[src/design/sfd_pkg.sv]
// Shared types, widths and coefficient table of the symmetric FIR decimator.
// No dependencies; every other design file imports this package.
package sfd_pkg;

  localparam int TAP_COUNT           = 31;
  localparam int HALF_TAPS           = (TAP_COUNT - 1) / 2;
  localparam int PROD_COUNT          = HALF_TAPS + 1;
  localparam int GROUP_SIZE          = 4;
  localparam int GROUP_COUNT         = PROD_COUNT / GROUP_SIZE;
  localparam int COEFF_FRACTION_BITS = 15;

  localparam int RAW_W    = 12;
  localparam int SAMPLE_W = 13;  // raw code minus offset: -4095..4095
  localparam int PAIR_W   = SAMPLE_W + 1;
  localparam int COEFF_W  = 15;
  localparam int PROD_W   = PAIR_W + COEFF_W;  // also bounds the whole dot product
  localparam int OUT_W    = 16;
  localparam int CODE_W   = 12;
  localparam int DEC_W    = 8;
  localparam int SKIP_W   = 10;

  localparam int CFG_IDX_W  = 2;
  localparam int CFG_DATA_W = 12;

  localparam logic [CFG_IDX_W-1:0] CFG_DC_OFFSET     = 2'd0;
  localparam logic [CFG_IDX_W-1:0] CFG_DECIMATION    = 2'd1;
  localparam logic [CFG_IDX_W-1:0] CFG_STARTUP_SKIP  = 2'd2;

  localparam logic [RAW_W-1:0]  DC_OFFSET_RST    = 12'd2048;
  localparam logic [DEC_W-1:0]  DECIMATION_RST   = 8'd3;
  localparam logic [SKIP_W-1:0] STARTUP_SKIP_RST = 10'd30;

  localparam int CODE_BIAS = 2048;
  localparam int CODE_MAX  = 4095;

  typedef logic signed [SAMPLE_W-1:0] sample_t;
  typedef logic signed [COEFF_W-1:0]  coeff_t;
  typedef logic signed [PROD_W-1:0]   prod_t;

  // Half of the symmetric impulse response; the last entry is the center tap.
  function automatic coeff_t coeff(input int idx);
    coeff_t c;
    case (idx)
      0:       c = -15'sd24;
      1:       c = -15'sd15;
      2:       c = 15'sd65;
      3:       c = 15'sd132;
      4:       c = 15'sd9;
      5:       c = -15'sd284;
      6:       c = -15'sd350;
      7:       c = 15'sd160;
      8:       c = 15'sd847;
      9:       c = 15'sd651;
      10:      c = -15'sd833;
      11:      c = -15'sd2172;
      12:      c = -15'sd921;
      13:      c = 15'sd3751;
      14:      c = 15'sd9401;
      15:      c = 15'sd11934;
      default: c = '0;
    endcase
    return c;
  endfunction

endpackage

[src/design/sfd_pair_mac.sv]
// Folded tap pair: adds two mirrored samples and scales by a shared coefficient.
// Depends on sfd_pkg for sample, coefficient and product types.
module sfd_pair_mac (
  input  logic             clk_i,
  input  logic             en_i,
  input  sfd_pkg::sample_t a_i,
  input  sfd_pkg::sample_t b_i,
  input  sfd_pkg::coeff_t  coeff_i,
  output sfd_pkg::prod_t   prod_o
);
  import sfd_pkg::*;

  logic signed [PAIR_W-1:0] pair;
  prod_t prod_d, prod_q;

  assign pair   = PAIR_W'(a_i) + PAIR_W'(b_i);
  assign prod_d = PROD_W'(pair) * PROD_W'(coeff_i);

  always_ff @(posedge clk_i) begin
    if (en_i) begin
      prod_q <= prod_d;
    end
  end

  assign prod_o = prod_q;

endmodule

[config.mk]
export PLATFORM = sky130hd
export DESIGN_NAME = sfd_pair_mac
export DESIGN_NICKNAME = d
export VERILOG_FILES = /design/src/design/sfd_pkg.sv /design/src/design/sfd_pair_mac.sv
export SDC_FILE = /design/constraint.sdc
export NUM_CORES = 1
export LEC_CHECK = 0
export BUFFER_PORTS_ARGS = -buffer_cell sky130_fd_sc_hd__buf_2
export CAP_MARGIN = 20
export CORE_MARGIN = 4
export CORE_UTILIZATION = 30
export DETAILED_ROUTE_END_ITERATION = 7
export PLACE_DENSITY = 0.48
export RECOVER_POWER = 100
export SYNTH_ARGS = -nofsm -noshare
export SYNTH_HDL_FRONTEND = slang
export SYNTH_SLANG_ARGS = --single-unit
[constraint.sdc]
create_clock -name clk_i -period 9.5 [get_ports clk_i]
set_clock_uncertainty 0.1 [all_clocks]
set_input_delay 1.425 -clock clk_i [delete_from_list [all_inputs] [get_ports clk_i]]
set_output_delay 1.425 -clock clk_i [all_outputs]
set_load 0.01 [all_outputs]
==> results.toml <==
[drt]
ant_nets = 0
drt_pass1_iterations = 5
via_per_inst = 4.45
wl_per_cell_um = 15.4
drtIter0Drc = 392
drc_errors = 0
vias = 6392
drt_wl_total_um = 22100

[worst_setup_path]
crit_cells = 30
cp_top_family = "adder cells"
arrival_ns = 8.56
crit_top_cell = "fa_1"
cp-end-kind = "flop"
worst_path_max_delay_cell = "clkbuf_1"
critical_path_required_ns = 9.43
critPathBufInv = 8
start_kind = "input pin"
path_max_fanout = 15
criticalPathCategory = "in -> reg"
cpPeakStageDelay_ns = 0.63

[timing]
hold_violations = 0
drv_slew = 30
tightest_slew_ns = 1.77
fmax_ghz = 0.116
period_share = 0.908
final.setup.tns_ns = 0
rsz0062_at_grt = "false"
min_period_ns = 8.63
setup_violations = 0
final.setup.worst_slack_ns = 0.871
slew_headroom = -0.183

[clocking]
clockRootBuffer = "clkbuf_16"
htree_levels = 2
postCtsSetupBuffers = 0
clkTransAtPathRegs_ns = 0.05
cts_resized = 0
cts_buffer_depth = 2
cts_tree = "done"
hold_buffers = 0
cts_sinks = 29
numCtsBuffers = 5

[die]
rows = 64
io_pins = 72
fp.dieH_um = 185
core_area_sq_um = 30700
fp.dieW_um = 185
start_util = 0.306
dieArea_sq_um = 34300

[min_path]
hold_path_depth = 2
hold_class = "in -> reg"

[cells_and_area]
nNetsFinal = 1374
diodes = 0
largest_reg_flops = 29
drive_gt1_frac = 0.0682
final_common_cell = "inv_1"
fin_area_sq_um = 10300
layout_common_cells = "237 x inv_1, 208 x fa_1, 120 x nand2_1"
area_delta_synth_final_pct = 9.44
fill_cells = 3267

[logic_synthesis]
yosys_most_used_dff = "edfxtp_1"
synth.net_count = 1313
async_reset_ff_frac = 0
synth.cell_area_sq_um = 9410
synth-seq-area-share = 0.0926
synth_seq_cells = 29
syn-instance-count = 980
yosysUniqueCellTypes = 51
synth_edf_count = 29
yosysWarnings = 0
syn_area_per_cell_sq_um = 9.60

[place]
place_area_sq_um = 10200
dp_hpwl_um = 18700
io_buffer_count = 71
dp_slack_ns = 0.861
gp_congestion = 0.806

[global_routing]
grt_pass1_wl_um = 37600
grt_use_total = 0.139
grt_overflow = 0
antenna_found_initial = 0
grt_start_max_net_pins = 30
grt_pass1_vias = 7145

[run_status]
status = "finished, violations left"
violations = "capacitance limit, slew limit"

[run]
drv_cap = 1
==> synthesized netlist by cell type (all sizes together) (3+ instances only) <==
library cell / instances / area, sq um
nor2: 33 / 129
nand2b: 6 / 37.5
or2: 3 / 18.8
o21ai: 16 / 83.8
clkbuf: 23 / 86.3
and2: 60 / 375
nor3: 3 / 15.0
a211oi: 5 / 47.5
a21oi: 26 / 138
nor2b: 24 / 150
xor2: 11 / 104
ha: 82 / 1030
fa: 208 / 4160
inv: 237 / 890
o21bai: 7 / 56.3
nand2: 120 / 450
nand4: 3 / 18.8
o21a: 9 / 67.6
edfxtp: 29 / 871
xnor2: 34 / 305
a21o: 10 / 75.1
and2b: 5 / 37.5
buf: 6 / 47.5
==> through the flow <==
step	std cells	hold WS (ns)	util
finish	1437	1.57	0.335
global route	1437	1.58	0.335
CTS	1437	1.56	0.336
detailed placement	1430	1.74	0.332
global placement	1430	1.74	0.332
floorplan	980	1.44	-
==> layout make-up <==
type / count / area, sq um / area share
inverters: 237 / 890 / 0.0864
repair buffers: 83 / 400 / 0.0389
multi-input cells: 685 / 7510 / 0.729
clock inverters: 1 / 3.75 / 0.000365
flip-flops and latches: 29 / 871 / 0.0846
well taps: 396 / 495 / 0.0481
clock buffers: 6 / 129 / 0.0125
==> path summary, 6_finish.rpt <==
| path | slack [ns] | end | startpoint |
|---|---|---|---|
| worst max-delay path | 0.87 | prod_o[26]$_DFFE_PP_ | a_i[0] |
| worst min-delay path | 1.57 | prod_o[0]$_DFFE_PP_ | coeff_i[0] |
==> kinds of logic (layout without fill, tap and decap cells) <==
logic type / count (synthesis) / after routing / share of synthesized area
DFF: 29 / 29 / 0.0926
adders and majority gates: 290 / 290 / 0.552
buffers and inverters: 266 / 327 / 0.109
xor gates and xnor gates: 45 / 45 / 0.0435
muxes: 2 / 2 / 0.00213
and+or+nand+nor: 263 / 263 / 0.136
AOI/OAI and AO/OA: 85 / 85 / 0.0657
==> layer usage <==
| metal | track usage | wire length (um) | vias to the layer above | part of all wire |
|---|---|---|---|---|
| met5 | 0 | 0 | - | 0 |
| met4 | 0.0314 | 388 | 0 | 0.018 |
| met3 | 0.0124 | 538 | 16 | 0.024 |
| met2 | 0.237 | 10800 | 88 | 0.49 |
| met1 | 0.192 | 10300 | 3240 | 0.47 |
| li1 | - | - | 3048 | - |
Power is not shown: default switching activity piles up to over one toggle a cycle in this logic, so the estimate is an artifact.
