<file path="src/design/sfd_pkg.sv">
// Shared types, widths and coefficient table of the symmetric FIR decimator.
// No dependencies; every other design file imports this package.
package sfd_pkg;

  localparam int TAP_COUNT           = 31;
  localparam int HALF_TAPS           = (TAP_COUNT - 1) / 2;
  localparam int PROD_COUNT          = HALF_TAPS + 1;
  localparam int GROUP_SIZE          = 4;
  localparam int GROUP_COUNT         = PROD_COUNT / GROUP_SIZE;
  localparam int COEFF_FRACTION_BITS = 15;

  localparam int RAW_W    = 12;
  localparam int SAMPLE_W = 13;  // raw code minus offset: -4095..4095
  localparam int PAIR_W   = SAMPLE_W + 1;
  localparam int COEFF_W  = 15;
  localparam int PROD_W   = PAIR_W + COEFF_W;  // also bounds the whole dot product
  localparam int OUT_W    = 16;
  localparam int CODE_W   = 12;
  localparam int DEC_W    = 8;
  localparam int SKIP_W   = 10;

  localparam int CFG_IDX_W  = 2;
  localparam int CFG_DATA_W = 12;

  localparam logic [CFG_IDX_W-1:0] CFG_DC_OFFSET     = 2'd0;
  localparam logic [CFG_IDX_W-1:0] CFG_DECIMATION    = 2'd1;
  localparam logic [CFG_IDX_W-1:0] CFG_STARTUP_SKIP  = 2'd2;

  localparam logic [RAW_W-1:0]  DC_OFFSET_RST    = 12'd2048;
  localparam logic [DEC_W-1:0]  DECIMATION_RST   = 8'd3;
  localparam logic [SKIP_W-1:0] STARTUP_SKIP_RST = 10'd30;

  localparam int CODE_BIAS = 2048;
  localparam int CODE_MAX  = 4095;

  typedef logic signed [SAMPLE_W-1:0] sample_t;
  typedef logic signed [COEFF_W-1:0]  coeff_t;
  typedef logic signed [PROD_W-1:0]   prod_t;

  // Half of the symmetric impulse response; the last entry is the center tap.
  function automatic coeff_t coeff(input int idx);
    coeff_t c;
    case (idx)
      0:       c = -15'sd24;
      1:       c = -15'sd15;
      2:       c = 15'sd65;
      3:       c = 15'sd132;
      4:       c = 15'sd9;
      5:       c = -15'sd284;
      6:       c = -15'sd350;
      7:       c = 15'sd160;
      8:       c = 15'sd847;
      9:       c = 15'sd651;
      10:      c = -15'sd833;
      11:      c = -15'sd2172;
      12:      c = -15'sd921;
      13:      c = 15'sd3751;
      14:      c = 15'sd9401;
      15:      c = 15'sd11934;
      default: c = '0;
    endcase
    return c;
  endfunction

endpackage

</file>
<file path="src/design/sfd_tap_cell.sv">
// One delay-line cell: holds a sample and hands it to the next cell on a shift.
// Depends on sfd_pkg for the sample type.
module sfd_tap_cell (
  input  logic            clk_i,
  input  logic            rst_ni,
  input  logic            en_i,
  input  logic            clr_i,
  input  sfd_pkg::sample_t d_i,
  output sfd_pkg::sample_t q_o
);
  import sfd_pkg::*;

  sample_t tap_q;

  always_ff @(posedge clk_i or negedge rst_ni) begin
    if (!rst_ni) begin
      tap_q <= '0;
    end else if (en_i) begin
      tap_q <= clr_i ? '0 : d_i;
    end
  end

  assign q_o = tap_q;

endmodule

</file>
<file path="config.mk">
export PLATFORM = sky130hd
export DESIGN_NAME = sfd_tap_cell
export DESIGN_NICKNAME = d
export VERILOG_FILES = /design/src/design/sfd_pkg.sv /design/src/design/sfd_tap_cell.sv
export SDC_FILE = /design/constraint.sdc
export NUM_CORES = 1
export LEC_CHECK = 0
export BUFFER_PORTS_ARGS = -buffer_cell sky130_fd_sc_hd__buf_2
export CAP_MARGIN = 20
export CORE_MARGIN = 2
export CORE_UTILIZATION = 41
export DETAILED_ROUTE_END_ITERATION = 8
export PLACE_DENSITY = 0.74
export SLEW_MARGIN = 0
export SYNTH_ARGS = -nofsm -noshare
export SYNTH_HDL_FRONTEND = slang
export SYNTH_SLANG_ARGS = --single-unit
</file>
<file path="constraint.sdc">
create_clock -name clk_i -period 1.4 [get_ports clk_i]
set_input_delay 0.07 -clock clk_i [delete_from_list [all_inputs] [get_ports clk_i]]
set_output_delay 0.07 -clock clk_i [all_outputs]
set_load 0.05 [all_outputs]
</file>
==> results.ini <==
[status]
outcome = completed

[yosys]
synth_common_cells = dfrtp_1, inv_1, nand3b_1, o21ai_1, buf_6
synthAdderAreaFrac_pct = 0
synth_simple_gate_area_share_pct = 16.8
synth_edf_count = 0
synth_nets = 73
synthArstFlopShare_pct = 100
synth_ff_type = dfrtp_1
synthXorXnorAreaFrac_pct = 0
yosys.area.top_type = dfrtp_1
synth_compound_area_share_pct = 11.2
avgSynthCellArea_um2 = 10.3
synth_cells = 56
muxShareOfSynthArea_pct = 0
syn-cell-area_um2 = 579
synth_top_family_by_area = simple AND/OR/NAND/NOR gates
synth-seq-cells = 13
synth.area.top_cells = dfrtp_1, nand3b_1, o21ai_1, inv_1, buf_6
yosysTopAreaCellShare_pct = 56.2
ys_seq_area_share_pct = 56.2
yosys.cell_types.count = 7
ys.warnings.count = 0

[global_routing]
grt.overflow.total = 0
grt.total_usage_pct = 15.7
grt_pass1_wl_um = 2010
grt_max_degree = 27
antenna_found_initial = 0
grt_pass1_vias = 467

[worst_setup_path]
path_class = reg -> out
worstPathCellList = buf_2
critPathTopFamily = flip-flops
worstSetupStartpointType = flop
path_max_fanout = 2
cp-end-kind = output port
crit_required_ns = 1.33
cpPeakStageDelay_ns = 0.37
crit_slowest_cell = dfrtp_1
timing.critical_path.buf_inv = 1
critPathArrivalTime_ns = 0.91

[timing]
fin_setup_tns_ns = 0
finalSetupViolations = 0
fmax_ghz = 1.02
period_minus_slack_ns = 0.982
finalHoldViolCount = 0
slew_headroom_pct = 73.5
skew_ns = 0
post-route-period-util_pct = 70.2
rsz0062_at_grt = false
drv_slew = 0
tightest_slew_ns = 0.397

[pwr]
power.density_nw_per_um2 = 1170
finalPower_uw = 865
ir_worst_vdd_mv = 0.497
leakagePower_nw = 0.387

[cts]
max-clock-path-buffers = 2
cts_root_buf = clkbuf_4
post_cts_buffers = 0
cts_tree = done
cts.sinks = 13
clock_latency_ns = 0.27
numCtsBuffers = 3
h-tree-depth = 1
path_clk_slew_ns = 0.07

[route]
vias = 467
drcViolationCount = 0
wl_per_cell_um = 11.2
viasPerCell = 4.62
ant_nets = 0
drt-pass1-iter-count = 4
first_iter_violations = 6
drt_wl_total_um = 1130

[finish]
drive_gt1_share_pct = 37.2
area_delta_synth_final_pct = 27.2
fin_nets = 104
diodes = 0
largest_reg_flops = 13
fillers = 124

[worst_hold_path]
min_path_type = in -> reg

[die]
chipHeight_um = 41.6
core_um2 = 1320
die_width_um = 41.6
rows = 13
pin_count = 30
initial_core_util_pct = 44.0
die_area_um2 = 1730

[placement]
place.gp.congestion = 0.666
port-buffer-count = 29
dp_hpwl_um = 832

[job]
max-cap-violations = 0

[worst reg2reg max path, delay by kind of cell, from the launching register on]
family / cells / cell delay [ns]
AO/OA/AOI/OAI: 1 / 0.05
flip-flops: 1 / 0.40
buffers and inverters: 1 / 0.06
[routing by layer]
metal / part of all wire, % / up-vias / wire (um) / GRT usage, %
li1: - / 238 / - / -
met1: 48 / 205 / 546 / 21.3
met2: 43 / 22 / 491 / 21.9
met3: 7.4 / 2 / 84 / 5.65
met4: 0.80 / 0 / 9 / 7.74
met5: 0 / - / 0 / 0
[per-stage QoR]
stage          setup WS [ns]  hold WS, ns  util, %  instances  instance area, um2
6_report               0.418       0.0405     55.9        101                 737
5_1_grt                0.376       0.0339     55.9        101                 737
4_1_cts                0.408       0.0338     55.9        101                 737
3_5_place_dp           0.683      -0.0234     53.2         96                 701
3_3_place_gp           0.723      -0.0321     53.2         96                 701
2_1_floorplan          0.526       -0.226        -         56                 579
[power by group]
group          internal [mW]  switching, mW
clock network          0.110          0.115
logic                 0.0589          0.161
registers              0.405         0.0145
[path summary, 6_finish.rpt]
| kind | from | endpoint | slack, ns | depth (start not counted) |
|---|---|---|---|---|
| worst max register to register | q_o[1] | q_o[1] | 0.77 | 2 |
| worst min-delay path | d_i[12] | q_o[12] | 0.04 | 3 |
| worst max-delay path | q_o[1] | q_o[1] | 0.42 | 1 |
| min in group asynchronous | rst_ni | q_o[4] | 0.21 | 2 |
| max in group asynchronous | rst_ni | q_o[1] | 0.97 | 2 |
| worst min register to register | q_o[5] | q_o[5] | 0.51 | 2 |
[area by class of cell]
type | instances | area [um2] | area share [%]
multi-input cells | 26 | 163 | 22.1
flip-flops and latches | 13 | 325 | 44.1
repair buffers | 30 | 155 | 21.1
inverters | 13 | 48.8 | 6.62
well taps | 15 | 18.8 | 2.55
clock buffers | 4 | 26.3 | 3.57
[kinds of logic (layout without fill, tap and decap cells)]
| group | after synthesis | in the layout |
|---|---|---|
| buf+inv | 17 | 47 |
| simple gates | 13 | 13 |
| compound gates | 13 | 13 |
| flops | 13 | 13 |
[what timing repair did]
action | in CTS | in global routing
endpoints found under the hold margin | 13 | 0
hold buffers | 1 | 0
gates resized for setup | 0 | 0
[layout by cell type, fill, tap and decap left out]
| cell type | count |
|---|---|
| buf_2 | 29 |
| clkbuf_1 | 1 |
| o21ai_1 | 13 |
| dfrtp_1 | 13 |
| dlygate4sd3_1 | 1 |
| clkbuf_4 | 3 |
| nand3b_1 | 13 |
| inv_1 | 13 |
(Power assumes the default switching activity.)
