## src/design/sfd_pkg.sv

```systemverilog
// Shared types, widths and coefficient table of the symmetric FIR decimator.
// No dependencies; every other design file imports this package.
package sfd_pkg;

  localparam int TAP_COUNT           = 31;
  localparam int HALF_TAPS           = (TAP_COUNT - 1) / 2;
  localparam int PROD_COUNT          = HALF_TAPS + 1;
  localparam int GROUP_SIZE          = 4;
  localparam int GROUP_COUNT         = PROD_COUNT / GROUP_SIZE;
  localparam int COEFF_FRACTION_BITS = 15;

  localparam int RAW_W    = 12;
  localparam int SAMPLE_W = 13;  // raw code minus offset: -4095..4095
  localparam int PAIR_W   = SAMPLE_W + 1;
  localparam int COEFF_W  = 15;
  localparam int PROD_W   = PAIR_W + COEFF_W;  // also bounds the whole dot product
  localparam int OUT_W    = 16;
  localparam int CODE_W   = 12;
  localparam int DEC_W    = 8;
  localparam int SKIP_W   = 10;

  localparam int CFG_IDX_W  = 2;
  localparam int CFG_DATA_W = 12;

  localparam logic [CFG_IDX_W-1:0] CFG_DC_OFFSET     = 2'd0;
  localparam logic [CFG_IDX_W-1:0] CFG_DECIMATION    = 2'd1;
  localparam logic [CFG_IDX_W-1:0] CFG_STARTUP_SKIP  = 2'd2;

  localparam logic [RAW_W-1:0]  DC_OFFSET_RST    = 12'd2048;
  localparam logic [DEC_W-1:0]  DECIMATION_RST   = 8'd3;
  localparam logic [SKIP_W-1:0] STARTUP_SKIP_RST = 10'd30;

  localparam int CODE_BIAS = 2048;
  localparam int CODE_MAX  = 4095;

  typedef logic signed [SAMPLE_W-1:0] sample_t;
  typedef logic signed [COEFF_W-1:0]  coeff_t;
  typedef logic signed [PROD_W-1:0]   prod_t;

  // Half of the symmetric impulse response; the last entry is the center tap.
  function automatic coeff_t coeff(input int idx);
    coeff_t c;
    case (idx)
      0:       c = -15'sd24;
      1:       c = -15'sd15;
      2:       c = 15'sd65;
      3:       c = 15'sd132;
      4:       c = 15'sd9;
      5:       c = -15'sd284;
      6:       c = -15'sd350;
      7:       c = 15'sd160;
      8:       c = 15'sd847;
      9:       c = 15'sd651;
      10:      c = -15'sd833;
      11:      c = -15'sd2172;
      12:      c = -15'sd921;
      13:      c = 15'sd3751;
      14:      c = 15'sd9401;
      15:      c = 15'sd11934;
      default: c = '0;
    endcase
    return c;
  endfunction

endpackage

```

## src/design/sfd_adder_tree.sv

```systemverilog
// Two-stage registered adder tree over the folded tap products.
// Depends on sfd_pkg for the product type and group sizes.
module sfd_adder_tree (
  input  logic           clk_i,
  input  logic           en_a_i,
  input  logic           en_b_i,
  input  sfd_pkg::prod_t prod_i [sfd_pkg::PROD_COUNT],
  output sfd_pkg::prod_t acc_o
);
  import sfd_pkg::*;

  prod_t grp_d [GROUP_COUNT];
  prod_t grp_q [GROUP_COUNT];
  prod_t acc_d, acc_q;

  // Partial sums never exceed the bound of the full sum, so PROD_W holds them.
  always_comb begin
    for (int g = 0; g < GROUP_COUNT; g++) begin
      grp_d[g] = '0;
      for (int k = 0; k < GROUP_SIZE; k++) begin
        grp_d[g] = grp_d[g] + prod_i[g*GROUP_SIZE + k];
      end
    end
  end

  always_comb begin
    acc_d = '0;
    for (int g = 0; g < GROUP_COUNT; g++) begin
      acc_d = acc_d + grp_q[g];
    end
  end

  always_ff @(posedge clk_i) begin
    if (en_a_i) begin
      grp_q <= grp_d;
    end
    if (en_b_i) begin
      acc_q <= acc_d;
    end
  end

  assign acc_o = acc_q;

endmodule

```

## config.mk

```make
export PLATFORM = sky130hd
export DESIGN_NAME = sfd_adder_tree
export DESIGN_NICKNAME = d
export VERILOG_FILES = /design/src/design/sfd_pkg.sv /design/src/design/sfd_adder_tree.sv
export SDC_FILE = /design/constraint.sdc
export NUM_CORES = 1
export LEC_CHECK = 0
export BUFFER_PORTS_ARGS = -buffer_cell sky130_fd_sc_hd__clkbuf_2
export CORE_MARGIN = 2
export CORE_UTILIZATION = 45
export CTS_BUF_LIST = sky130_fd_sc_hd__clkbuf_2 sky130_fd_sc_hd__clkbuf_4 sky130_fd_sc_hd__clkbuf_8
export CTS_CLUSTER_SIZE = 28
export DETAILED_ROUTE_END_ITERATION = 16
export PLACE_DENSITY = 0.69
export REMOVE_ABC_BUFFERS = 1
export SYNTH_ARGS = -nofsm -noshare
export SYNTH_HDL_FRONTEND = slang
export SYNTH_SLANG_ARGS = --single-unit
```

## constraint.sdc

```tcl
create_clock -name clk_i -period 4.26 [get_ports clk_i]
set_clock_uncertainty 0.1 [all_clocks]
set_input_delay 0.852 -clock clk_i [delete_from_list [all_inputs] [get_ports clk_i]]
set_output_delay 0.852 -clock clk_i [all_outputs]
set_load 0.1 [all_outputs]
```

==> key figures <==
Status
  – Outcome: completed

Placed design
  – PortBufs: 495
  – Post-DP Area: 23700 um^2
  – Hpwl dp: 41200 um
  – Placed cell count: 3328
  – GPL Wtd Cong: 0.894

Synthesis
  – Post-synthesis xor/xnor area fraction: 6.40%
  – Post-synthesis adder-cell area fraction: 37.4%
  – Top FF cell, synth: edfxtp_1
  – EDFF count, synth: 145
  – Synthesized flop and latch total: 145
  – Yosys warns: 0
  – Compound-Gate Fraction of Synth Area: 12.6%
  – Largest family of logic cells by synthesized area: adder cells
  – Multiplexer share of the synthesized area: 0%
  – Simple-gate area share of the yosys netlist: 6.10%
  – Synth cell types: 64
  – Avg Inst Size Synth: 9.13 um^2
  – Synthesized cell area: 19700 um^2
  – Async set or reset register ratio after synthesis: 0%
  – Post-synthesis sequential area ratio: 22.1%
  – Post-synthesis cell count: 2156

Timing
  – Relative slew margins: 43.7%
  – RSZ-0062 raised after global routing: false
  – Final setup violation count: 0
  – Pins Over Slew Limit: 0
  – Post-route setup TNS: 0 ns
  – Minimum clock period: 4.14 ns
  – Hold Vio Cnt, Final: 0
  – Fin crit share: 97.3%
  – FMAX: 241 MHz
  – Tightest Pin Transition: 0.845 ns

Routing
  – Detailed Route Iter0 Violations: 767
  – Vias: 15800
  – WL per Instance: 13.7 um
  – Post-Route WL: 46100 um
  – Remaining antenna violation count: 0
  – DRC: 0
  – Vias per Instance: 4.69
  – 1st-pass router iterations: 6

Critical path
  – Setup CP Type: input port to flip-flop
  – R2r setup slk: 0.18 ns
  – Worst Path Required: 4.37 ns
  – Critical Path Sink Type: flip-flop
  – Worst EP arrival: 4.26 ns
  – Crit path max fanout: 4
  – Startpoint type of the worst setup path: input port

Global routing
  – Initial antenna violation count: 0
  – Gr ovfl total: 0
  – Largest net degree at the start of global routing: 61
  – Global-route usage over all layers: 20.8%
  – Vias in the first global route: 16400
  – First-pass GRT wire length: 74800 um

Clocking
  – CTS Sinks: 145
  – TritonCTS clock tree: yes
  – Clk slew on worst S/H paths: 0.08 ns
  – CTS Hold Buffers Added: 0
  – Clock buffer depth: 2
  – H-tree Lvls: 4
  – Number of CTS-inserted buffers: 17
  – Cell chosen for the clock root: clkbuf_8
  – Clock latency on the worst-skew pair: 0.48 ns

Layout
  – Layout Area Growth over Synthesis: 22.7%
  – Final nets: 3649
  – Final std cell area, no fill: 24200 um^2
  – Share of cells above drive strength 1: 23.7%
  – Diode count: 0
  – Util after Layout: 56.0%
  – Final Non-Filler Cells: 3360

Die
  – Core box area: 43200 um^2
  – Die span in y: 213 um
  – Die area: 45500 um^2
  – Starting density of the core: 45.6%
  – Row cnt: 76
  – Io pins: 496
  – Die Width: 213 um

Worst hold path
  – Worst Hold Class: flip-flop to flip-flop

Job
  – MaxCap Viol Count: 0
==> per-layer routing <==
metal | GRT usage, % | up-vias | part of all wire (%)
met3 | 3.00 | 53 | 4.8
met5 | 0 | - | 0
li1 | - | 7790 | -
met1 | 25.3 | 7491 | 41
met2 | 38.6 | 440 | 53
met4 | 4.81 | 0 | 1.9
==> area by class of cell <==
class                      instances  area, um^2
fill                            4024       19000
multi-input combinational       1201       12400
sequential                       145        4350
timing repair buffer             600        3280
inverter                         797        2990
tap                              585         732
clock buffer                      18         241
clock inverter                    14         210
==> path summary, 6_finish.rpt <==
path	from	cells after the start	to
worst max-delay path	prod_i[233]	15	grp_q[81]
worst min-delay path	grp_q[87]	1	acc_o[0]
worst max register to register	grp_q[30]	14	acc_o[27]
worst min register to register	grp_q[87]	1	acc_o[0]
==> flip-flops by register name, summed over array words and instances (netlist names) <==
signal and count:
acc_o 29, grp_q 116
==> worst max-delay path, stage by stage <==
cell and delay [ns]:
clkbuf_2 0.08, inv_1 0.05, fa_1 0.49, fa_1 0.50, inv_1 0.04, ha_1 0.20, fa_1 0.46, a21o_1 0.17
a21o_1 0.20, a21oi_2 0.19, o211ai_1 0.18, a32o_2 0.31, a21o_1 0.21, a41oi_2 0.22, xnor2_1 0.09
==> cell families (layout without fill, tap and decap cells) <==
group                    count (synthesis)  in the layout
buffers and inverters                  810           1429
adder cells (fa/ha/maj)                420            420
AO/OA/AOI/OAI                          380            380
AND/OR/NAND/NOR                        257            257
flip-flops                             145            145
XOR/XNOR                               144            144
==> stage by stage <==
stage / setup WS, ns / hold slack, ns
final: 0.115 / 0.455
after global routing: 0.00492 / 0.487
after CTS: 0.0294 / 0.460
after detailed placement: -0.457 / 0.441
after global placement: -0.432 / 0.443
after floorplan: -0.0933 / 0.426
==> Yosys cell counts, drive strengths merged, types with 6 or more instances <==
| master | count | share of area, % |
|---|---|---|
| clkbuf | 13 | 0.25 |
| a31oi | 18 | 0.57 |
| nand4 | 6 | 0.19 |
| o21a | 18 | 0.69 |
| nand2b | 11 | 0.35 |
| fa | 280 | 28 |
| and3 | 16 | 0.51 |
| xor2 | 38 | 1.7 |
| o21ai | 67 | 1.7 |
| nor3 | 13 | 0.33 |
| nor2b | 18 | 0.57 |
| xnor2 | 106 | 4.7 |
| nor2 | 75 | 1.4 |
| ha | 140 | 8.9 |
| a21boi | 6 | 0.23 |
| nand3 | 27 | 0.69 |
| edfxtp | 145 | 22 |
| o21bai | 17 | 0.65 |
| a21oi | 126 | 3.2 |
| a211oi | 16 | 0.69 |
| inv | 797 | 15 |
| a21o | 58 | 2.2 |
| nand2 | 72 | 1.4 |
| o211ai | 10 | 0.43 |
==> placed cells by master, fill, tap and decap left out, drive strengths merged, types with 4 or more instances in the layout <==
master and count:
inv 799, clkbuf 512, fa 280, edfxtp 145, ha 140, a21oi 126
xnor2 106, buf 106, nor2 75, nand2 72, o21ai 67, a21o 58
xor2 38, nand3 27, a31oi 18, o21a 18, nor2b 18, o21bai 17
and3 16, a211oi 16, nor3 13, nand2b 11, o211ai 10, nand4 6
a21boi 6, a211o 5, bufinv 5, a221oi 4, and2 4, o31ai 4
clkinv 4
==> timing repair <==
item                                    CTS  global route
pin swaps                                 0             3
resized for setup                         1            13
setup buffers                             0             0
hold endpoints to repair                  0             0
endpoints found under the setup margin    2            16
Power is left out: the tool's default activity adds up to more than one toggle a clock period on the data nets, which glitch-free logic cannot reach.
