==> src/design/sfd_pkg.sv <==
// Shared types, widths and coefficient table of the symmetric FIR decimator.
// No dependencies; every other design file imports this package.
package sfd_pkg;

  localparam int TAP_COUNT           = 31;
  localparam int HALF_TAPS           = (TAP_COUNT - 1) / 2;
  localparam int PROD_COUNT          = HALF_TAPS + 1;
  localparam int GROUP_SIZE          = 4;
  localparam int GROUP_COUNT         = PROD_COUNT / GROUP_SIZE;
  localparam int COEFF_FRACTION_BITS = 15;

  localparam int RAW_W    = 12;
  localparam int SAMPLE_W = 13;  // raw code minus offset: -4095..4095
  localparam int PAIR_W   = SAMPLE_W + 1;
  localparam int COEFF_W  = 15;
  localparam int PROD_W   = PAIR_W + COEFF_W;  // also bounds the whole dot product
  localparam int OUT_W    = 16;
  localparam int CODE_W   = 12;
  localparam int DEC_W    = 8;
  localparam int SKIP_W   = 10;

  localparam int CFG_IDX_W  = 2;
  localparam int CFG_DATA_W = 12;

  localparam logic [CFG_IDX_W-1:0] CFG_DC_OFFSET     = 2'd0;
  localparam logic [CFG_IDX_W-1:0] CFG_DECIMATION    = 2'd1;
  localparam logic [CFG_IDX_W-1:0] CFG_STARTUP_SKIP  = 2'd2;

  localparam logic [RAW_W-1:0]  DC_OFFSET_RST    = 12'd2048;
  localparam logic [DEC_W-1:0]  DECIMATION_RST   = 8'd3;
  localparam logic [SKIP_W-1:0] STARTUP_SKIP_RST = 10'd30;

  localparam int CODE_BIAS = 2048;
  localparam int CODE_MAX  = 4095;

  typedef logic signed [SAMPLE_W-1:0] sample_t;
  typedef logic signed [COEFF_W-1:0]  coeff_t;
  typedef logic signed [PROD_W-1:0]   prod_t;

  // Half of the symmetric impulse response; the last entry is the center tap.
  function automatic coeff_t coeff(input int idx);
    coeff_t c;
    case (idx)
      0:       c = -15'sd24;
      1:       c = -15'sd15;
      2:       c = 15'sd65;
      3:       c = 15'sd132;
      4:       c = 15'sd9;
      5:       c = -15'sd284;
      6:       c = -15'sd350;
      7:       c = 15'sd160;
      8:       c = 15'sd847;
      9:       c = 15'sd651;
      10:      c = -15'sd833;
      11:      c = -15'sd2172;
      12:      c = -15'sd921;
      13:      c = 15'sd3751;
      14:      c = 15'sd9401;
      15:      c = 15'sd11934;
      default: c = '0;
    endcase
    return c;
  endfunction

endpackage

==> src/design/sfd_post.sv <==
// Output stage: round half away from zero, drop fraction bits, re-bias and clamp.
// Depends on sfd_pkg for widths and output constants.
module sfd_post (
  input  logic                             clk_i,
  input  logic                             en_i,
  input  sfd_pkg::prod_t                   acc_i,
  output logic [sfd_pkg::CODE_W-1:0]       code_o,
  output logic signed [sfd_pkg::OUT_W-1:0] signed_o
);
  import sfd_pkg::*;

  localparam int RND_W = PROD_W - COEFF_FRACTION_BITS;

  logic                     neg;
  logic [PROD_W-1:0]        mag;
  logic [PROD_W-1:0]        rnd;
  logic [RND_W-1:0]         rnd_q15;
  logic signed [OUT_W-1:0]  y;
  logic signed [OUT_W:0]    biased;
  logic [CODE_W-1:0]        code_d;
  logic [CODE_W-1:0]        code_q;
  logic signed [OUT_W-1:0]  y_q;

  // The sum is bounded well inside 16 bits after the shift, so no saturation arm.
  always_comb begin
    neg     = acc_i[PROD_W-1];
    mag     = neg ? (~acc_i + 1'b1) : acc_i;
    rnd     = mag + (PROD_W'(1) << (COEFF_FRACTION_BITS - 1));
    rnd_q15 = rnd[PROD_W-1:COEFF_FRACTION_BITS];
    y       = neg ? -OUT_W'(rnd_q15) : OUT_W'(rnd_q15);
    biased  = (OUT_W+1)'(y) + (OUT_W+1)'(CODE_BIAS);
    if (biased > (OUT_W+1)'(CODE_MAX)) begin
      code_d = CODE_W'(CODE_MAX);
    end else if (biased < 0) begin
      code_d = '0;
    end else begin
      code_d = biased[CODE_W-1:0];
    end
  end

  always_ff @(posedge clk_i) begin
    if (en_i) begin
      code_q <= code_d;
      y_q    <= y;
    end
  end

  assign code_o   = code_q;
  assign signed_o = y_q;

endmodule

==> config.mk <==
export PLATFORM = sky130hd
export DESIGN_NAME = sfd_post
export DESIGN_NICKNAME = d
export VERILOG_FILES = /design/src/design/sfd_pkg.sv /design/src/design/sfd_post.sv
export SDC_FILE = /design/constraint.sdc
export NUM_CORES = 1
export LEC_CHECK = 0
export BUFFER_PORTS_ARGS = -buffer_cell sky130_fd_sc_hd__clkbuf_2
export CORE_MARGIN = 2
export CORE_UTILIZATION = 45
export DETAILED_ROUTE_END_ITERATION = 8
export PLACE_DENSITY = 0.77
export SLEW_MARGIN = 20
export SYNTH_ARGS = -nofsm -noshare
export SYNTH_HDL_FRONTEND = slang
export SYNTH_SLANG_ARGS = --single-unit
==> constraint.sdc <==
create_clock -name clk_i -period 7.87 [get_ports clk_i]
set_clock_uncertainty 0.15 [all_clocks]
set_input_delay 0.787 -clock clk_i [delete_from_list [all_inputs] [get_ports clk_i]]
set_output_delay 0.787 -clock clk_i [all_outputs]
set_load 0.01 [all_outputs]
==> summary.md, run 1 <==
| Metric | Value |
|---|---|
| Dpl cells | 454 |
| Fmax | 177 MHz |
| Clock power frac | 0.174 |
| Final setup TNS | 0 ps |
| Drt pass-1 iters | 4 |
| Die W | roughly 84 um |
| Ys Warns | 0 |
| Internal power | 0.000281 W |
| Fillers | 605 |
| Clock Path Buffers | 2 |
| Number of synthesized flops with an enable pin | 28 |
| Total CTS buffers | 3 |
| Detail Route Antenna Nets | 0 |
| Leakage power | 1.23 nW |
| Final min period | about 5700 ps |
| Critical-path cell with the highest stage delay | nor4_4 |
| Post-DP HPWL | 5420 um |
| Row count | 29 |
| Critical path arrival | approximately 5500 ps |
| Die area | 7100 um^2 |
| H-tree levels | 1 |
| Worst-path fanout max | 12 |
| Slew HR | 0.429 |
| N_diodes | 0 |
| Vias per inst | slightly below 6 |
| Ys async rst share | 0 |
| Status | completed |
| I/O pins | 59 |
| Clock-pin slew on the worst setup and hold paths | 80 ps |
| Vias | 2726 |
| Pin count of the biggest net entering global routing | 47 |
| Startpoint types | input pin |
| Worst Hold Launch | acc_i[23] |
| Root Driver | clkbuf_8 |
| DRT iter0 DRCs | 141 |
| Max-cap violations | 0 |
| Initial antenna violation count | 0 |
| Power Dens Cells | around 130 nW/um^2 |
| Hold endpoint | signed_o[8]$_DFFE_PP_ |
| Cells after Synth | 343 |
| Share of cells above drive strength 1 | 0.226 |
| Final net count | about 420 |
| Sequential fraction of the synthesis area | 0.290 |
| Avg Inst Size Synth | 8.46 um^2 |
| Delay of the slowest critical-path stage | 490 ps |
| Placer Congestion | 0.901 |
| Setup CP Type | input pin to register |
| Post_cts resized | 0 |
| Hold Fails Final Rpt | 0 |
| Req. time, crit path | a little under 8000 ps |
| Maximum vdd drop | 0.109 mV |
| Routed WL per cell | 15.5 um |
| Synthesized Nets | 378 |
| Fin. max-slew vios | 0 |
| Most used DFF post-synth | edfxtp_1 |
| CTS tree | done |
| Die height | 84.3 um |
| Synth Register Bits | 28 |
| Flop pwr share | 0.454 |
| Worst-Margin Slew | around 860 ps |
| CP Capture Type | register |
| DRC Markers | 0 |
| Vias in the first global route | around 2400 |
| Starting density of the core | 0.462 |
| Post-CTS Setup Bufs | 0 |
| Gate power share | 0.371 |
| Total power | approximately 0.00042 W |
| Grt total ovfl | 0 |
| Port Buf Inserts | 58 |
| Hold crit path type | input pin to register |
| Clock Sink Count | 28 |
| Non-filler cells, final | 457 |
| Sw Ratio | 0.334 |
| WHS Path Cells | 2 |
| First-pass GRT wire length | between 10000 and 15000 um |
| Switching power total | roughly 0.00014 W |
| Endpoints failing setup | 0 |
| Total track usage | 0.195 |
| RSZ-0062 raised after global routing | no |
| Period utilisation layout | 0.718 |
| Final wirelength | 7090 um |
| Critical path, cell by cell | clkbuf_2 -> nor4_4 -> nand4_2 -> o21ai_0 -> xnor2_1 -> ha_1 -> or4bb_1 -> nor2_1 -> mux2i_1 -> a22oi_4 -> a21oi_1 -> o2bb2a_1 -> xor2_1 -> xor2_1 -> inv_1 -> ha_1 -> nand2b_1 -> o22ai_2 -> a21oi_1 |
| Synthesized cell area | approximately 2900 um^2 |
| Core ar. | 6280 um^2 |
| Area delta synth->final | 11.3% |
| Yosys cell types | 74 |
| Cts hold-fix bufs | 0 |
## critical path, delay by kind of cell
kind	cells	cell delay, ps
adders and majority gates	2	510
buffers and inverters	2	200
muxes	1	160
and+or+nand+nor	5	1380
AOI/OAI and AO/OA	6	1640
xor gates and xnor gates	3	800
## cells by family (layout without fill, tap and decap cells)
family,count (synthesis),count (layout),share of synthesized area
DFF,28,28,0.290
and+or+nand+nor,141,141,0.272
AOI/OAI and AO/OA,87,87,0.223
xor gates and xnor gates,31,31,0.0936
muxes,13,13,0.0466
buffers and inverters,38,75,0.0544
adders and majority gates,5,5,0.0207
## routing by layer
metal | wire length [um] | vias to the layer above | track usage
li1 | - | 1359 | -
met1 | 3270 | 1250 | 0.278
met3 | 446 | 7 | 0.0206
met4 | 75 | 0 | 0.0528
met2 | 3300 | 110 | 0.315
met5 | 0 | - | 0
## cells in the final DEF, fill, tap and decap left out, drive strengths merged, types with 8 or more instances in the layout
cell,instances
clkbuf,61
nor2,38
edfxtp,28
nand2,26
a21oi,21
xnor2,18
nand3,15
inv,13
xor2,13
o21ai,11
mux2i,9
a31oi,8
nor4,8
## through the flow
step	setup slack (ps)	cell area, um^2	hold WS (ps)	utilization
final	2220	3230	887	0.514
after global routing	1810	3230	904	0.514
after CTS	2230	3230	869	0.514
after detailed placement	1970	3190	1050	0.507
after global placement	2190	3190	1050	0.507
after floorplan	2120	2900	749	-
## layout make-up
type | count | area (um^2) | share of cell area
timing repair buffer | 59 | 298 | 0.0923
multi-input combinational | 277 | 1900 | 0.589
clock buffer | 3 | 41.3 | 0.0128
inverter | 13 | 48.8 | 0.0151
tap | 77 | 96.3 | 0.0299
sequential | 28 | 841 | 0.261
## registers in the layout, summed over array words and instances, names as in the netlist
signal    flops
code_o       12
signed_o     16
## cells in the mapped netlist (3+ instances only)
cell type  number  area, um^2
a211o_1         4        35.0
a21oi_1        21         105
a31oi_1         7        43.8
a32oi_1         4        35.0
a41oi_1         3        26.3
and2_1          4        25.0
and4_1          3        26.3
buf_1           3        11.3
buf_2           9        45.0
clkbuf_1       12        45.0
edfxtp_1       28         841
ha_1            4        50.1
inv_1          13        48.8
mux2_2          4        45.0
mux2i_1         9        90.1
nand2_1        25        93.8
nand2b_1        7        43.8
nand3_1        14        70.1
nand4_1         5        31.3
nor2_1         38         143
nor2b_1         5        31.3
nor3_1          7        35.0
nor3b_1         3        22.5
nor4_1          5        31.3
o21ai_0         7        35.0
o21ai_1         4        20.0
o21bai_1        3        22.5
o22ai_1         3        18.8
or2_2           3        18.8
or3_1           4        25.0
xnor2_1        18         158
xor2_1         13         114
## worst max path at each step
stage | start | endpoint | depth (start not counted)
4_1_cts | acc_i[13] | code_o[1]$_SDFFCE_PN1P_ | 19
5_1_grt | acc_i[13] | code_o[1]$_SDFFCE_PN1P_ | 19
3_3_place_gp | acc_i[13] | code_o[1]$_SDFFCE_PN1P_ | 20
2_1_floorplan | acc_i[28] | code_o[11]$_SDFFCE_PN1P_ | 23
6_report | acc_i[13] | code_o[1]$_SDFFCE_PN1P_ | 19
3_5_place_dp | acc_i[13] | code_o[1]$_SDFFCE_PN1P_ | 19
## power groups by stage
stage / Combinational [W] / Clock [W] / Sequential [W]
floorplan: 0.0000962 / 0 / 0.000206
global placement: 0.000152 / 0 / 0.000195
detailed placement: 0.000155 / 0 / 0.000196
CTS: 0.000156 / 0.0000756 / 0.000192
global route: 0.000172 / 0.0000812 / 0.000194
finish: 0.000157 / 0.0000736 / 0.000192
Power figures use the tool's default switching activity.
==> inputs of run 2 (changes only) <==
--- a/config.mk
+++ b/config.mk
@@ -5,6 +5,7 @@
 export SDC_FILE = /design/constraint.sdc
 export NUM_CORES = 1
 export LEC_CHECK = 0
+export ABC_AREA = 1
 export BUFFER_PORTS_ARGS = -buffer_cell sky130_fd_sc_hd__clkbuf_2
 export CORE_MARGIN = 2
 export CORE_UTILIZATION = 45
==> constraint.sdc (replaced) <==
create_clock -name clk_i -period 5.5 [get_ports clk_i]
set_clock_uncertainty 0.15 [all_clocks]
set_input_delay 0.55 -clock clk_i [delete_from_list [all_inputs] [get_ports clk_i]]
set_output_delay 0.55 -clock clk_i [all_outputs]
set_load 0.01 [all_outputs]
==> run 2 against run 1 <==
Sequential cell count unchanged; sequential share of layout area is 1.8 points lower; combinational power up 57%; routed wire length down 2.0%; largest cell class unchanged.
==> summary.md, run 2 <==
| Metric | Value |
|---|---|
| Avg Inst Size Synth | 6.67 um^2 (-21%) |
| Worst-Margin Slew | 652 ps (-204 ps) |
| Clock-pin slew on the worst setup and hold paths | 90 ps (about the same) |
| Total track usage | 0.191 (-0.00370) |
| Cts hold-fix bufs | 0 (unchanged) |
| Power Dens Cells | 181 nW/um^2 (+38%) |
| Port Buf Inserts | 58 (unchanged) |
| DRC Markers | 0 (unchanged) |
| Synth area leaders | edfxtp_1 (27%), nand2_1 (20%), nand3_1 (7.0%), nor2_1 (7.0%), inv_1 (5.9%) |
| Detail Route Antenna Nets | 0 (unchanged) |
| Gate power share | 0.391 (+0.020) |
| Total CTS buffers | 3 (unchanged) |
| Leakage power | 1.73 nW (+40%) |
| Die area | 7490 um^2 (+5.5%) |
| Final Cell Area | 3470 um^2 (+7.6%) |
| Startpoint types | input pin |
| Synthesized Nets | 495 (+31%) |
| Final min period | 4170 ps |
| Vias | 3014 (+11%) |
| Maximum vdd drop | 0.0811 mV (-25%) |
| Sequential fraction of the synthesis area | 0.274 (-0.0157) |
| Most frequent cells in the layout | nand2_1 (165), clkbuf_2 (58), nor2_1 (57), inv_1 (48), nand3_1 (43) |
| Die W | 86.6 um (+2.7%) |
| Switching power total | 0.000227 W (+61%) |
| Starting density of the core | 0.459 (-0.00304) |
| Pin count of the biggest net entering global routing | 29 (-38%) |
| Post-CTS Setup Bufs | 0 (unchanged) |
| Req. time, crit path | 5360 ps (-2350 ps) |
| Synth Area in Compound Gates | 0.0477 (-0.175) |
| Sw Ratio | 0.362 (+0.0272) |
| Flop pwr share | 0.438 (-0.016) |
| Most frequent cell after synthesis | nand2_1 |
| Fillers | 691 (+14%) |
| Core ar. | 6680 um^2 (+6.4%) |
| Area after DPL | 3430 um^2 (+7.6%) |
| Delay of the slowest critical-path stage | 330 ps (-160 ps) |
| Slew HR | 0.566 (+0.136) |
| Hold crit path type | input pin to register |
| Combinational family with the most area after synthesis | simple AND/OR/NAND/NOR gates |
| Final wirelength | 6940 um (-2.0%) |
| DRT iter0 DRCs | 126 (-11%) |
| Routed WL per cell | 11.6 um (-25%) |
| Cell taking the most area after synthesis | edfxtp_1 |
| Clock Sink Count | 28 (unchanged) |
| Critical-path cell with the highest stage delay | ha_1 |
| Critical Path Most Common Cell | nand2_1 |
| Ys Warns | 0 (unchanged) |
| Clock power frac | 0.171 (-0.003) |
| Max-cap violations | 0 (unchanged) |
| Number of synthesized flops with an enable pin | 28 (unchanged) |
| Final net count | 553 (+33%) |
| Final core utilization | 0.520 (+0.00561) |
| Setup CP Type | input pin to register |
| Adder and majority gate portion of the synthesized area | 0.0163 (-0.00439) |
| Internal power | 0.000401 W (+43%) |
| Row count | 30 (+3.4%) |
| Fmax | about 240 MHz |
| Post-synth top cells | nand2_1 (165), nor2_1 (57), inv_1 (48) |
| Die height | 86.6 um (+2.7%) |
| Area share of the largest cell type after synthesis | 0.274 (-0.0157) |
| Status | completed |
| Final setup TNS | 0 ps (unchanged) |
| N_diodes | 0 (unchanged) |
| Critical path arrival | 4040 ps (-1450 ps) |
| Yosys cell types | 35 (-53%) |
| Vias per inst | 5.05 (-15%) |
| Simple-gate portion of the synthesized area | 0.571 (+0.299) |
| Placer Congestion | 0.870 (-3.4%) |
| Vias in the first global route | 2720 (+12%) |
| Ys async rst share | 0 (unchanged) |
| Drt pass-1 iters | 5 (+1) |
| Post-DP HPWL | 6010 um (+11%) |
| Area delta synth->final | 13.2% |
| CP Capture Type | register |
| Worst-path fanout max | 12 (unchanged) |
| Hold WS | 809 ps (-77.7 ps) |
| CTS tree | done |
| First-pass GRT wire length | 11800 um (+1.3%) |
| Synthesized-area fraction occupied by xor and xnor cells | 0.0139 (-0.0797) |
| RSZ-0062 raised after global routing | no |
| Total power | 0.000628 W (+49%) |
| Max FFs per register | 16 (unchanged) |
| Endpoints failing setup | 0 (unchanged) |
| I/O pins | 59 (unchanged) |
| Post_cts resized | 0 (unchanged) |
| Most common cell after layout, fill and taps aside | nand2_1 |
| Clock Path Buffers | 2 (unchanged) |
| H-tree levels | 1 (unchanged) |
| Initial antenna violation count | 0 (unchanged) |
| Post-synthesis mux area share | 0 (-0.0466) |
| Fin. max-slew vios | 0 (unchanged) |
| WHS Path Cells | 4 (+2) |
| Synthesized cell area | 3070 um^2 (+5.7%) |
| Share of cells above drive strength 1 | 0.273 (+0.0464) |
| Grt total ovfl | 0 (unchanged) |
| Root Driver | clkbuf_8 |
| Hold Fails Final Rpt | 0 (unchanged) |
| Cells after Synth | 460 (+34%) |
| Synth Register Bits | 28 (unchanged) |
| Worst Hold Launch | acc_i[14] |
| Most used DFF post-synth | edfxtp_1 |
| Period utilisation layout | 0.758 |
| Hold endpoint | signed_o[0]$_DFFE_PP_ |
==> run 2: changes by cell type after synthesis, moves of 12 or more <==
cell / delta
nand2_2: +21
inv_1: +35
a21oi_1: -18
clkbuf_1: -12
nand2_1: +140
nand3_1: +29
nor2_1: +19
xnor2_1: -17
==> run 2: kinds of logic (layout without fill, tap and decap cells) <==
group | after synthesis | after routing
flops | 28 | 28
fa+ha+maj | 4 | 4
simple gates | 346 | 346
buf+inv | 58 | 115
xor+xnor | 4 | 4
compound gates | 20 | 20
==> run 2: area by class of cell <==
type                            instances  area (um^2)  area share
Multi-Input combinational cell        374         1990       0.573
Sequential cell                        28          841       0.242
Timing Repair Buffer                   60          305      0.0879
Inverter                               51          191      0.0551
Tap cell                               80          100      0.0288
Clock buffer                            3         41.3      0.0119
Clock inverter                          1         3.75     0.00108
==> run 2: how the worst max path moves through the flow <==
stage                         start                       end  cells after the start
after global placement    acc_i[11]  code_o[11]$_SDFFCE_PN1P_                     33
after detailed placement   acc_i[3]  code_o[11]$_SDFFCE_PN1P_                     33
after global routing       acc_i[3]   code_o[5]$_SDFFCE_PN1P_                     33
after CTS                  acc_i[3]  code_o[11]$_SDFFCE_PN1P_                     33
after floorplan           acc_i[11]   code_o[1]$_SDFFCE_PN1P_                     32
final                      acc_i[3]  code_o[11]$_SDFFCE_PN1P_                     33
==> run 2: routing by layer <==
layer  routed length [um]  global-route usage
met5                    0                   0
met4                  113              0.0554
met3                  279              0.0124
met2                 3600               0.381
met1                 2950               0.214
==> run 2: through the flow <==
step,setup WS [ps],cells
floorplan,1560,460
global placement,1120,593
detailed placement,1000,593
CTS,1290,597
global route,748,597
finish,1330,597
==> run 2: power by group through the flow <==
stage / clock (W) / sequential, W / combinational, W
2_1_floorplan: 0 / 0.000296 / 0.000156
4_1_cts: 0.000109 / 0.000276 / 0.000247
3_5_place_dp: 0 / 0.000281 / 0.000247
5_1_grt: 0.000117 / 0.000278 / 0.000275
6_report: 0.000107 / 0.000275 / 0.000246
3_3_place_gp: 0 / 0.000280 / 0.000241
==> run 2: critical path, delay by kind of cell <==
| kind | cells | cell delay, ps |
|---|---|---|
| buf+inv | 1 | 100 |
| xor+xnor | 1 | 180 |
| simple gates | 27 | 2340 |
| fa+ha+maj | 3 | 740 |
| compound gates | 1 | 120 |
